==> config.mk <==
export PLATFORM = sky130hd
export DESIGN_NAME = partition_router_pruner
export DESIGN_NICKNAME = d
export VERILOG_FILES = /design/src/hw/rtl/prp_pkg.sv /design/src/hw/rtl/prp_ctrl.sv /design/src/hw/rtl/prp_dp.sv /design/src/hw/rtl/partition_router_pruner.sv
export SDC_FILE = /design/constraint.sdc
export NUM_CORES = 2
export LEC_CHECK = 0
export BUFFER_PORTS_ARGS = -buffer_cell sky130_fd_sc_hd__buf_4
export CAP_MARGIN = 20
export CELL_PAD_IN_SITES_DETAIL_PLACEMENT = 1
export CELL_PAD_IN_SITES_GLOBAL_PLACEMENT = 1
export CORE_ASPECT_RATIO = 1.75
export CORE_MARGIN = 10
export CORE_UTILIZATION = 45
export DETAILED_ROUTE_END_ITERATION = 10
export GPL_TIMING_DRIVEN = 0
export HOLD_SLACK_MARGIN = 0.06
export PLACE_DENSITY = 0.76
export SYNTH_ARGS = -nofsm -noshare
export SYNTH_HDL_FRONTEND = slang
export SYNTH_HIERARCHICAL = 1
export SYNTH_SLANG_ARGS = --single-unit
==> constraint.sdc <==
create_clock -name clk -period 5.5 [get_ports clk]
set_input_delay 1.1 -clock clk [delete_from_list [all_inputs] [get_ports clk]]
set_output_delay 1.1 -clock clk [all_outputs]
set_load 0.01 [all_outputs]
==> src/hw/rtl/prp_pkg.sv <==
`default_nettype none
// ----------------------------------------------------------------------------
// prp_pkg
// Shared types, field widths and codes for the partition router and pruner.
// ----------------------------------------------------------------------------
package prp_pkg;

	localparam int MaxParts    = 16;
	localparam int ListEntries = 64;
	localparam int KeyBits     = 32;
	localparam int PartBits    = $clog2(MaxParts);
	localparam int ListBits    = $clog2(ListEntries);

	typedef enum logic [1:0] {
		CMD_LOAD_RANGE = 2'd0,
		CMD_LOAD_LIST  = 2'd1,
		CMD_ROUTE      = 2'd2,
		CMD_PRED       = 2'd3
	} cmd_t;

	typedef enum logic [2:0] {
		OP_EQ = 3'd0,
		OP_LT = 3'd1,
		OP_LE = 3'd2,
		OP_GT = 3'd3,
		OP_GE = 3'd4
	} op_t;

	localparam logic [1:0] REG_MODE       = 2'd0;
	localparam logic [1:0] REG_PART_COUNT = 2'd1;
	localparam logic [1:0] REG_KEY_COLUMN = 2'd2;

	typedef struct packed {
		logic [1:0]         cmd;
		logic [5:0]         entry_index;
		logic signed [31:0] key;
		logic               bound_open;
		logic [3:0]         part_id;
		logic [2:0]         pred_op;
		logic [7:0]         pred_column;
		logic               last_pred;
	} in_item_t;

	typedef struct packed {
		logic        result_kind;
		logic [3:0]  partition;
		logic        match_found;
		logic [15:0] part_mask;
	} out_item_t;

	// commands from controller to datapath
	typedef struct packed {
		logic capture;   // latch the accepted item
		logic clear;     // clear the per-item accumulators
		logic step_rng;  // evaluate one range slot
		logic step_lst;  // evaluate one list entry
		logic finish;    // form the result
		logic [ListBits-1:0] idx;
	} dp_cmd_t;

	// status from datapath to controller
	typedef struct packed {
		logic [1:0] cmd;
		logic       mode;
		logic       col_hit;
		logic       last_pred;
		logic       eq_taken;
		logic [PartBits:0] n;
	} dp_sts_t;

endpackage
`default_nettype wire

==> src/hw/rtl/prp_ctrl.sv <==
`default_nettype none
// ----------------------------------------------------------------------------
// prp_ctrl
// Sequencer: accepts an item, walks range slots or list entries, emits a result for routes and last predicates.
// ----------------------------------------------------------------------------
module prp_ctrl (
	input  wire logic             clk,
	input  wire logic             arst_n,
	input  wire logic             in_valid,
	output logic                  in_ready,
	output logic                  out_valid,
	input  wire logic             out_ready,
	input  wire prp_pkg::dp_sts_t sts,
	output prp_pkg::dp_cmd_t      cmd
);

	typedef enum logic [2:0] {S_IDLE, S_DISP, S_RNG, S_LST, S_LTAIL, S_FIN} state_t;

	state_t state_q;
	logic [prp_pkg::ListBits-1:0] idx_q;
	logic out_valid_q;

	assign in_ready  = (state_q == S_IDLE);
	assign out_valid = out_valid_q;

	always_comb begin
		cmd          = '0;
		cmd.idx      = idx_q;
		cmd.capture  = in_valid && in_ready;
		cmd.clear    = (state_q == S_DISP);
		cmd.step_rng = (state_q == S_RNG);
		cmd.step_lst = (state_q == S_LST);
		cmd.finish   = (state_q == S_FIN) && !out_valid_q;
	end

	// state and registered outputs
	always_ff @(posedge clk or negedge arst_n) begin
		if (!arst_n) begin
			state_q     <= S_IDLE;
			idx_q       <= '0;
			out_valid_q <= 1'b0;
		end else begin
			if (out_valid_q && out_ready) out_valid_q <= 1'b0;
			unique case (state_q)
				S_IDLE: begin
					if (in_valid) state_q <= S_DISP;
				end
				S_DISP: begin
					idx_q <= '0;
					if (sts.cmd == prp_pkg::CMD_ROUTE) begin
						state_q <= sts.mode ? S_LST : S_RNG;
					end else if (sts.cmd == prp_pkg::CMD_PRED) begin
						if (sts.col_hit && !sts.mode) state_q <= S_RNG;
						else if (sts.col_hit && !sts.eq_taken) state_q <= S_LST;
						else state_q <= S_FIN;
					end else begin
						state_q <= S_IDLE;
					end
				end
				S_RNG: begin
					idx_q <= idx_q + 1'b1;
					if ({1'b0, idx_q} + 1'b1 >= {{(prp_pkg::ListBits-prp_pkg::PartBits){1'b0}},
						sts.n}) state_q <= S_FIN;
				end
				S_LST: begin
					idx_q <= idx_q + 1'b1;
					if (&idx_q) state_q <= S_LTAIL;
				end
				// last list entry is still in the read register
				S_LTAIL: begin
					state_q <= S_FIN;
				end
				// wait for a pending result before touching the output
				S_FIN: begin
					if (!out_valid_q) begin
						if (!(sts.cmd == prp_pkg::CMD_PRED && !sts.last_pred))
							out_valid_q <= 1'b1;
						state_q <= S_IDLE;
					end
				end
				default: state_q <= S_IDLE;
			endcase
		end
	end

endmodule
`default_nettype wire

==> src/hw/rtl/prp_dp.sv <==
`default_nettype none
// ----------------------------------------------------------------------------
// prp_dp
// Datapath: bound and list tables, range and list compare logic, mask accumulators.
// ----------------------------------------------------------------------------
module prp_dp (
	input  wire logic              clk,
	input  wire logic              arst_n,
	input  wire prp_pkg::in_item_t in_item,
	input  wire logic              cfg_we,
	input  wire logic [1:0]        cfg_index,
	input  wire logic [7:0]        cfg_data,
	input  wire prp_pkg::dp_cmd_t  cmd,
	output prp_pkg::dp_sts_t       sts,
	output prp_pkg::out_item_t     out_item
);

	localparam int NP = prp_pkg::MaxParts;
	localparam int NL = prp_pkg::ListEntries;

	logic        mode_q;
	logic [4:0]  part_count_q;
	logic [7:0]  key_column_q;

	prp_pkg::in_item_t item_q;
	logic [31:0] bound_q [NP];
	logic        open_q [NP];
	logic [31:0] lval_q [NL];
	logic [3:0]  lown_q [NL];
	logic [NL-1:0] lvalid_q;
	logic [NP-1:0] prune_q;
	logic        eq_taken_q;
	logic [NP-1:0] acc_q;
	logic [3:0]  part_q;
	logic        found_q;
	logic        hit_q;
	prp_pkg::out_item_t out_q;

	logic [31:0] lv_s1;
	logic [3:0]  lown_s1;
	logic        lvld_s1;
	logic        lstep_s1;

	logic [4:0]  n;
	logic [NP-1:0] all_m;
	logic [31:0] k;
	logic [3:0]  ri;
	logic [31:0] hi, lo;
	logic        hi_none, lo_none, may;
	logic [31:0] lv;
	logic [3:0]  lo_own;
	logic        lhit;

	// active partition count
	always_comb begin
		if (part_count_q == 5'd0) n = 5'd1;
		else if (part_count_q > 5'(NP)) n = 5'(NP);
		else n = part_count_q;
		for (int j = 0; j < NP; j++) all_m[j] = (5'(j) < n);
	end

	assign k = item_q.key ^ 32'h8000_0000;
	assign ri = cmd.idx[3:0];

	// one range slot compare
	always_comb begin
		hi      = bound_q[ri] ^ 32'h8000_0000;
		hi_none = open_q[ri];
		lo      = (ri == 4'd0) ? 32'd0 : bound_q[ri - 4'd1] ^ 32'h8000_0000;
		lo_none = (ri == 4'd0) || open_q[ri - 4'd1];
		case (item_q.pred_op) inside
			prp_pkg::OP_EQ: may = (lo_none || k >= lo) && (hi_none || k < hi);
			prp_pkg::OP_LT: may = lo_none || lo < k;
			prp_pkg::OP_LE: may = lo_none || lo <= k;
			prp_pkg::OP_GT, prp_pkg::OP_GE: may = hi_none || k < hi;
			default: may = 1'b1;
		endcase
	end

	// registered read of one list entry
	always_ff @(posedge clk) begin
		lv_s1   <= lval_q[cmd.idx];
		lown_s1 <= lown_q[cmd.idx];
		lvld_s1 <= lvalid_q[cmd.idx];
	end

	// one list entry compare, in the cycle after its walk index
	assign lv     = lv_s1;
	assign lo_own = lown_s1;
	assign lhit   = lvld_s1 && ({1'b0, lo_own} < n) && (lv == item_q.key);

	assign sts.cmd       = item_q.cmd;
	assign sts.mode      = mode_q;
	assign sts.col_hit   = (item_q.pred_column == key_column_q);
	assign sts.last_pred = item_q.last_pred;
	assign sts.eq_taken  = eq_taken_q;
	assign sts.n         = n;
	assign out_item      = out_q;

	// configuration registers and control state
	always_ff @(posedge clk or negedge arst_n) begin
		if (!arst_n) begin
			mode_q       <= 1'b0;
			part_count_q <= 5'd1;
			key_column_q <= 8'd0;
			lvalid_q     <= '0;
			prune_q      <= '1;
			eq_taken_q   <= 1'b0;
			lstep_s1     <= 1'b0;
		end else begin
			lstep_s1 <= cmd.step_lst;
			if (cfg_we) begin
				unique case (cfg_index)
					prp_pkg::REG_MODE:       mode_q       <= cfg_data[0];
					prp_pkg::REG_PART_COUNT: part_count_q <= cfg_data[4:0];
					prp_pkg::REG_KEY_COLUMN: key_column_q <= cfg_data;
					default: ;
				endcase
			end
			if (cmd.clear && item_q.cmd == prp_pkg::CMD_LOAD_LIST)
				lvalid_q[item_q.entry_index] <= 1'b1;
			if (cmd.finish && item_q.cmd == prp_pkg::CMD_PRED) begin
				if (sts.col_hit && !mode_q)
					prune_q <= prune_q & (acc_q | ~all_m);
				else if (sts.col_hit && item_q.pred_op == prp_pkg::OP_EQ && !eq_taken_q) begin
					prune_q    <= acc_q;
					eq_taken_q <= 1'b1;
				end
				if (item_q.last_pred) begin
					prune_q    <= '1;
					eq_taken_q <= 1'b0;
				end
			end
		end
	end

	// item capture, table writes, walk accumulators, result
	always_ff @(posedge clk) begin
		if (cmd.capture) item_q <= in_item;
		if (cmd.clear) begin
			acc_q   <= '0;
			part_q  <= 4'(n - 5'd1);
			found_q <= 1'b0;
			hit_q   <= 1'b0;
			if (item_q.cmd == prp_pkg::CMD_LOAD_RANGE && item_q.entry_index < 6'(NP)) begin
				bound_q[item_q.entry_index[3:0]] <= item_q.key;
				open_q[item_q.entry_index[3:0]]  <= item_q.bound_open;
			end
			if (item_q.cmd == prp_pkg::CMD_LOAD_LIST) begin
				lval_q[item_q.entry_index] <= item_q.key;
				lown_q[item_q.entry_index] <= item_q.part_id;
			end
		end
		if (cmd.step_rng) begin
			if (item_q.cmd == prp_pkg::CMD_ROUTE) begin
				if (!hit_q && (open_q[ri] || k < (bound_q[ri] ^ 32'h8000_0000))) begin
					hit_q  <= 1'b1;
					part_q <= ri;
				end
			end else begin
				acc_q[ri] <= may;
			end
		end
		if (lstep_s1 && lhit) begin
			acc_q[lo_own] <= 1'b1;
			if (!found_q || lo_own < part_q) part_q <= lo_own;
			found_q <= 1'b1;
		end
		if (cmd.finish) begin
			if (item_q.cmd == prp_pkg::CMD_ROUTE) begin
				out_q.result_kind <= 1'b0;
				out_q.partition   <= (mode_q && !found_q) ? 4'd0 : part_q;
				out_q.match_found <= mode_q ? found_q : 1'b1;
				out_q.part_mask   <= '0;
			end else begin
				out_q.result_kind <= 1'b1;
				out_q.partition   <= 4'd0;
				out_q.match_found <= 1'b0;
				if (sts.col_hit && !mode_q)
					out_q.part_mask <= prune_q & acc_q & all_m;
				else if (sts.col_hit && item_q.pred_op == prp_pkg::OP_EQ && !eq_taken_q)
					out_q.part_mask <= acc_q & all_m;
				else
					out_q.part_mask <= prune_q & all_m;
			end
		end
	end

endmodule
`default_nettype wire

==> src/hw/rtl/partition_router_pruner.sv <==
`default_nettype none
// ----------------------------------------------------------------------------
// partition_router_pruner
// Range/list partition routing and predicate pruning over loaded tables.
// ----------------------------------------------------------------------------
// Load items write their table entry and give no result; a predicate off the
// key column skips the walk. Items are taken one at a time, and the compare
// logic steps over one bound slot or one list entry per cycle; a waiting
// result holds it.
// Reset: registers to mode 0, part_count 1, key_column 0; list valid bits
// cleared, prune mask all ones; tables hold no reset value.
module partition_router_pruner (
	input  wire logic               clk,
	input  wire logic               arst_n,
	input  wire logic               in_valid,
	output logic                    in_ready,
	input  wire prp_pkg::in_item_t  in_data,
	output logic                    out_valid,
	input  wire logic               out_ready,
	output prp_pkg::out_item_t      out_data,
	input  wire logic               cfg_we,
	input  wire logic [1:0]         cfg_index,
	input  wire logic [7:0]         cfg_data
);

	prp_pkg::dp_cmd_t cmd;
	prp_pkg::dp_sts_t sts;

	prp_ctrl u_ctrl (
		.clk(clk), .arst_n(arst_n), .in_valid(in_valid), .in_ready(in_ready),
		.out_valid(out_valid), .out_ready(out_ready), .sts(sts), .cmd(cmd)
	);

	prp_dp u_dp (
		.clk(clk), .arst_n(arst_n), .in_item(in_data), .cfg_we(cfg_we),
		.cfg_index(cfg_index), .cfg_data(cfg_data), .cmd(cmd), .sts(sts),
		.out_item(out_data)
	);

endmodule
`default_nettype wire
==> impl_metrics.ini <==
[yosys]
synth_area_leaders = edfxtp_1 (71%), mux4_2 (20%), dfrtp_1 (1.8%), dfxtp_1 (0.96%), ha_1 (0.82%)
synth_edf_count = 2911
yosysSeqAreaShare_pct = 74.21
synth_fp_nets = 5546
ys_types = 73
synth_largest_area_cell = edfxtp_1
synth_top_area_share_pct = 71.07
synth-main-ff-cell = edfxtp_1
yosysWarnings = 6
avgSynthCellArea_um2 = 22.81
synth_seq_cells = 3076
async_flop_share_pct = 3.446
synthesis.area_um2 = 123000
synthCells = 5393

[timing]
finalWorstSetupSlack_ps = -38.63
drv_slew = 0
worst_pin_slew_ps = 1282
period_minus_slack_ps = 5539
clock.fmax_mhz = 180.6
slew_headroom_pct = 14.52
finalSetupTns_ps = -64.63
clock_skew_ps = 96.26
hold_viol_final = 0
post-route-period-util_pct = 100.7
setup_viol = 3

[detailed_routing]
ant_nets = 0
wl_per_cell_um = 41.15
drtIter0Drc = 9607
drc_errors = 0
vias = 66001
drt_first_pass_iters = 6
routed_wirelength_um = 405800
viasPerCell = 6.692

[placement]
place_hpwl_um = 269900
gp_routability_congestion = 0.9094
place_ws_ps = -4244
io_buffers = 95

[layout]
seqCellArea_um2 = 91270
fill_cells = 23333
drive_gt1_share_pct = 34.83
nets = 6181
multiInputGateArea_um2 = 30870
mostFrequentLayoutCells = edfxtp_1 (2,911), mux4_2 (1,074), clkbuf_16 (286)
syn2layout_area_growth_pct = 17.09
mostFrequentLayoutCell = edfxtp_1

[critical_path]
crit_path_end = u_dp/part_q[2]
rrSetupSlack_ps = -40
path_max_fanout = 10
r2r-end = u_dp/part_q[2]
crit_type = reg -> reg
startpoint = u_ctrl/idx_q[3]
end_kind = flop
required_ps = 6260
r2r-start = u_ctrl/idx_q[3]
r2r_cells = 17
start_kind = flop
arrival_ps = 6290

[global_route]
grt_max_degree = 60
antenna_found_initial = 55
grt_usage_pct = 26.75
grt_pass1_wl_um = 557300
grt_pass1_vias = 68947
grt-ovfl-total = 0

[cts]
clk_path_buf_depth = 4
cts_root_buffer = clkbuf_16
cts_tree = built
clock_sinks = 3076
clk_pin_slew_ps = 80
h-tree-depth = 5
clk_latency_ps = 920
cts_made_buffers = 270

[floorplanning]
die-area_um2 = 295500
ios = 96
rows = 253
die_w_um = 415.2
start_util_pct = 45.28
fp.dieH_um = 711.6
coreArea_um2 = 271600

[power]
p_leak_nw = 44.78
ir_drop_v = 0.0002566
p_per_area_nw_per_um2 = 458.8

[min_path]
worstHoldPathType = in -> async

[run_status]
violations = negative setup slack
status = finished, violations left

[job]
cap_violations = 0
## what timing repair did
action	CTS	global route
cloned	0	0
hold buffers	0	0
buffers inserted	7	7
pin swaps	4	2
gates resized for setup	107	29
setup endpoints to repair	21	20
endpoints found under the hold margin	0	0
## per-stage QoR
stage	hold WS, ps	total power [mW]	instance area, um^2	instances	util [%]
after global routing	147.4	67.43	144000	9847	53.01
after floorplan	433.7	38.03	123000	5393	-
after CTS	123.8	65.46	143600	9784	52.87
after detailed placement	450.3	45.93	134500	9310	49.53
final	106.4	66.07	144000	9863	53.02
after global placement	445.2	44.44	128200	9058	47.20
## cells in the mapped netlist (53+ instances only)
cell type  number
clkbuf_1      170
dfrtp_1        89
nor2_1        127
or2_2          69
dfxtp_1        59
buf_2          93
edfxtp_1     2911
mux4_2       1074
a211oi_1       74
ha_1           81
nand2_1        53
inv_1          87
## worst min path at each step
stage,from,to,slack (ps)
after floorplan,u_dp/lvalid_q[10],u_dp/lvalid_q[10],430
after detailed placement,u_dp/lvalid_q[59],u_dp/lvalid_q[59],450
after global routing,arst_n,u_dp/lvalid_q[44],150
after CTS,arst_n,u_dp/lvalid_q[44],120
final,arst_n,u_dp/lvalid_q[44],110
after global placement,u_dp/lvalid_q[10],u_dp/lvalid_q[10],450
## layer usage
| metal | part of all wire, % | vias to the layer above | GRT usage, % |
|---|---|---|---|
| met5 | 0.054 | - | 0.1936 |
| met1 | 30 | 34851 | 29.07 |
| met4 | 11 | 36 | 22.98 |
| met2 | 49 | 5184 | 44.08 |
| li1 | - | 24398 | - |
| met3 | 10 | 1532 | 6.210 |
## registers in the layout (all words and copies together), names as in the netlist, 4 cells and up
name               count
u_dp/out_item         22
u_dp/acc_q            16
u_dp/key_column_q      8
u_dp/lval_q         2048
u_dp/open_q           16
u_dp/lo_own            4
u_dp/part_count_q      5
u_dp/lvalid_q         64
u_dp/bound_q         512
u_dp/prune_q          16
u_dp/item_q           54
u_dp/lown_q          256
u_ctrl/idx_q           6
u_dp/lv               32
u_dp/part_q            4
## area by class of cell
type | count | area share, %
flip-flops and latches | 3076 | 63.38
clock inverters | 127 | 0.8532
well taps | 3570 | 3.102
multi-input cells | 1929 | 21.44
clock buffers | 347 | 5.150
plain buffers | 292 | 1.101
inverters | 88 | 0.2294
diodes | 63 | 0.1095
repair buffers | 371 | 4.639
## critical path, cell delays in order, from the launching register on
cell       delay (ps)
dfrtp_1           550
clkbuf_2          300
clkbuf_1          400
clkbuf_1          360
buf_16            220
clkbuf_2          440
mux4_2            390
inv_1              90
ha_1              250
a2111oi_0         410
o221ai_1          270
a22oi_2           310
o2111ai_2         240
a311oi_4          400
buf_12            180
o2111ai_4         200
mux2i_1           260
a21oi_1            90
## logic make-up after synthesis
kind of cell | share of synthesized area, %
xor+xnor | 0.3062
compound gates | 1.412
flops | 74.21
buf+inv | 1.321
mux | 20.11
simple gates | 1.818
fa+ha+maj | 0.8240
## where the power goes
part / switching (mW) / internal, mW
clock network: 8.73 / 10.6
registers: 0.591 / 26.9
logic: 11.3 / 7.92
No activity file was read; power rests on OpenSTA's default activity.
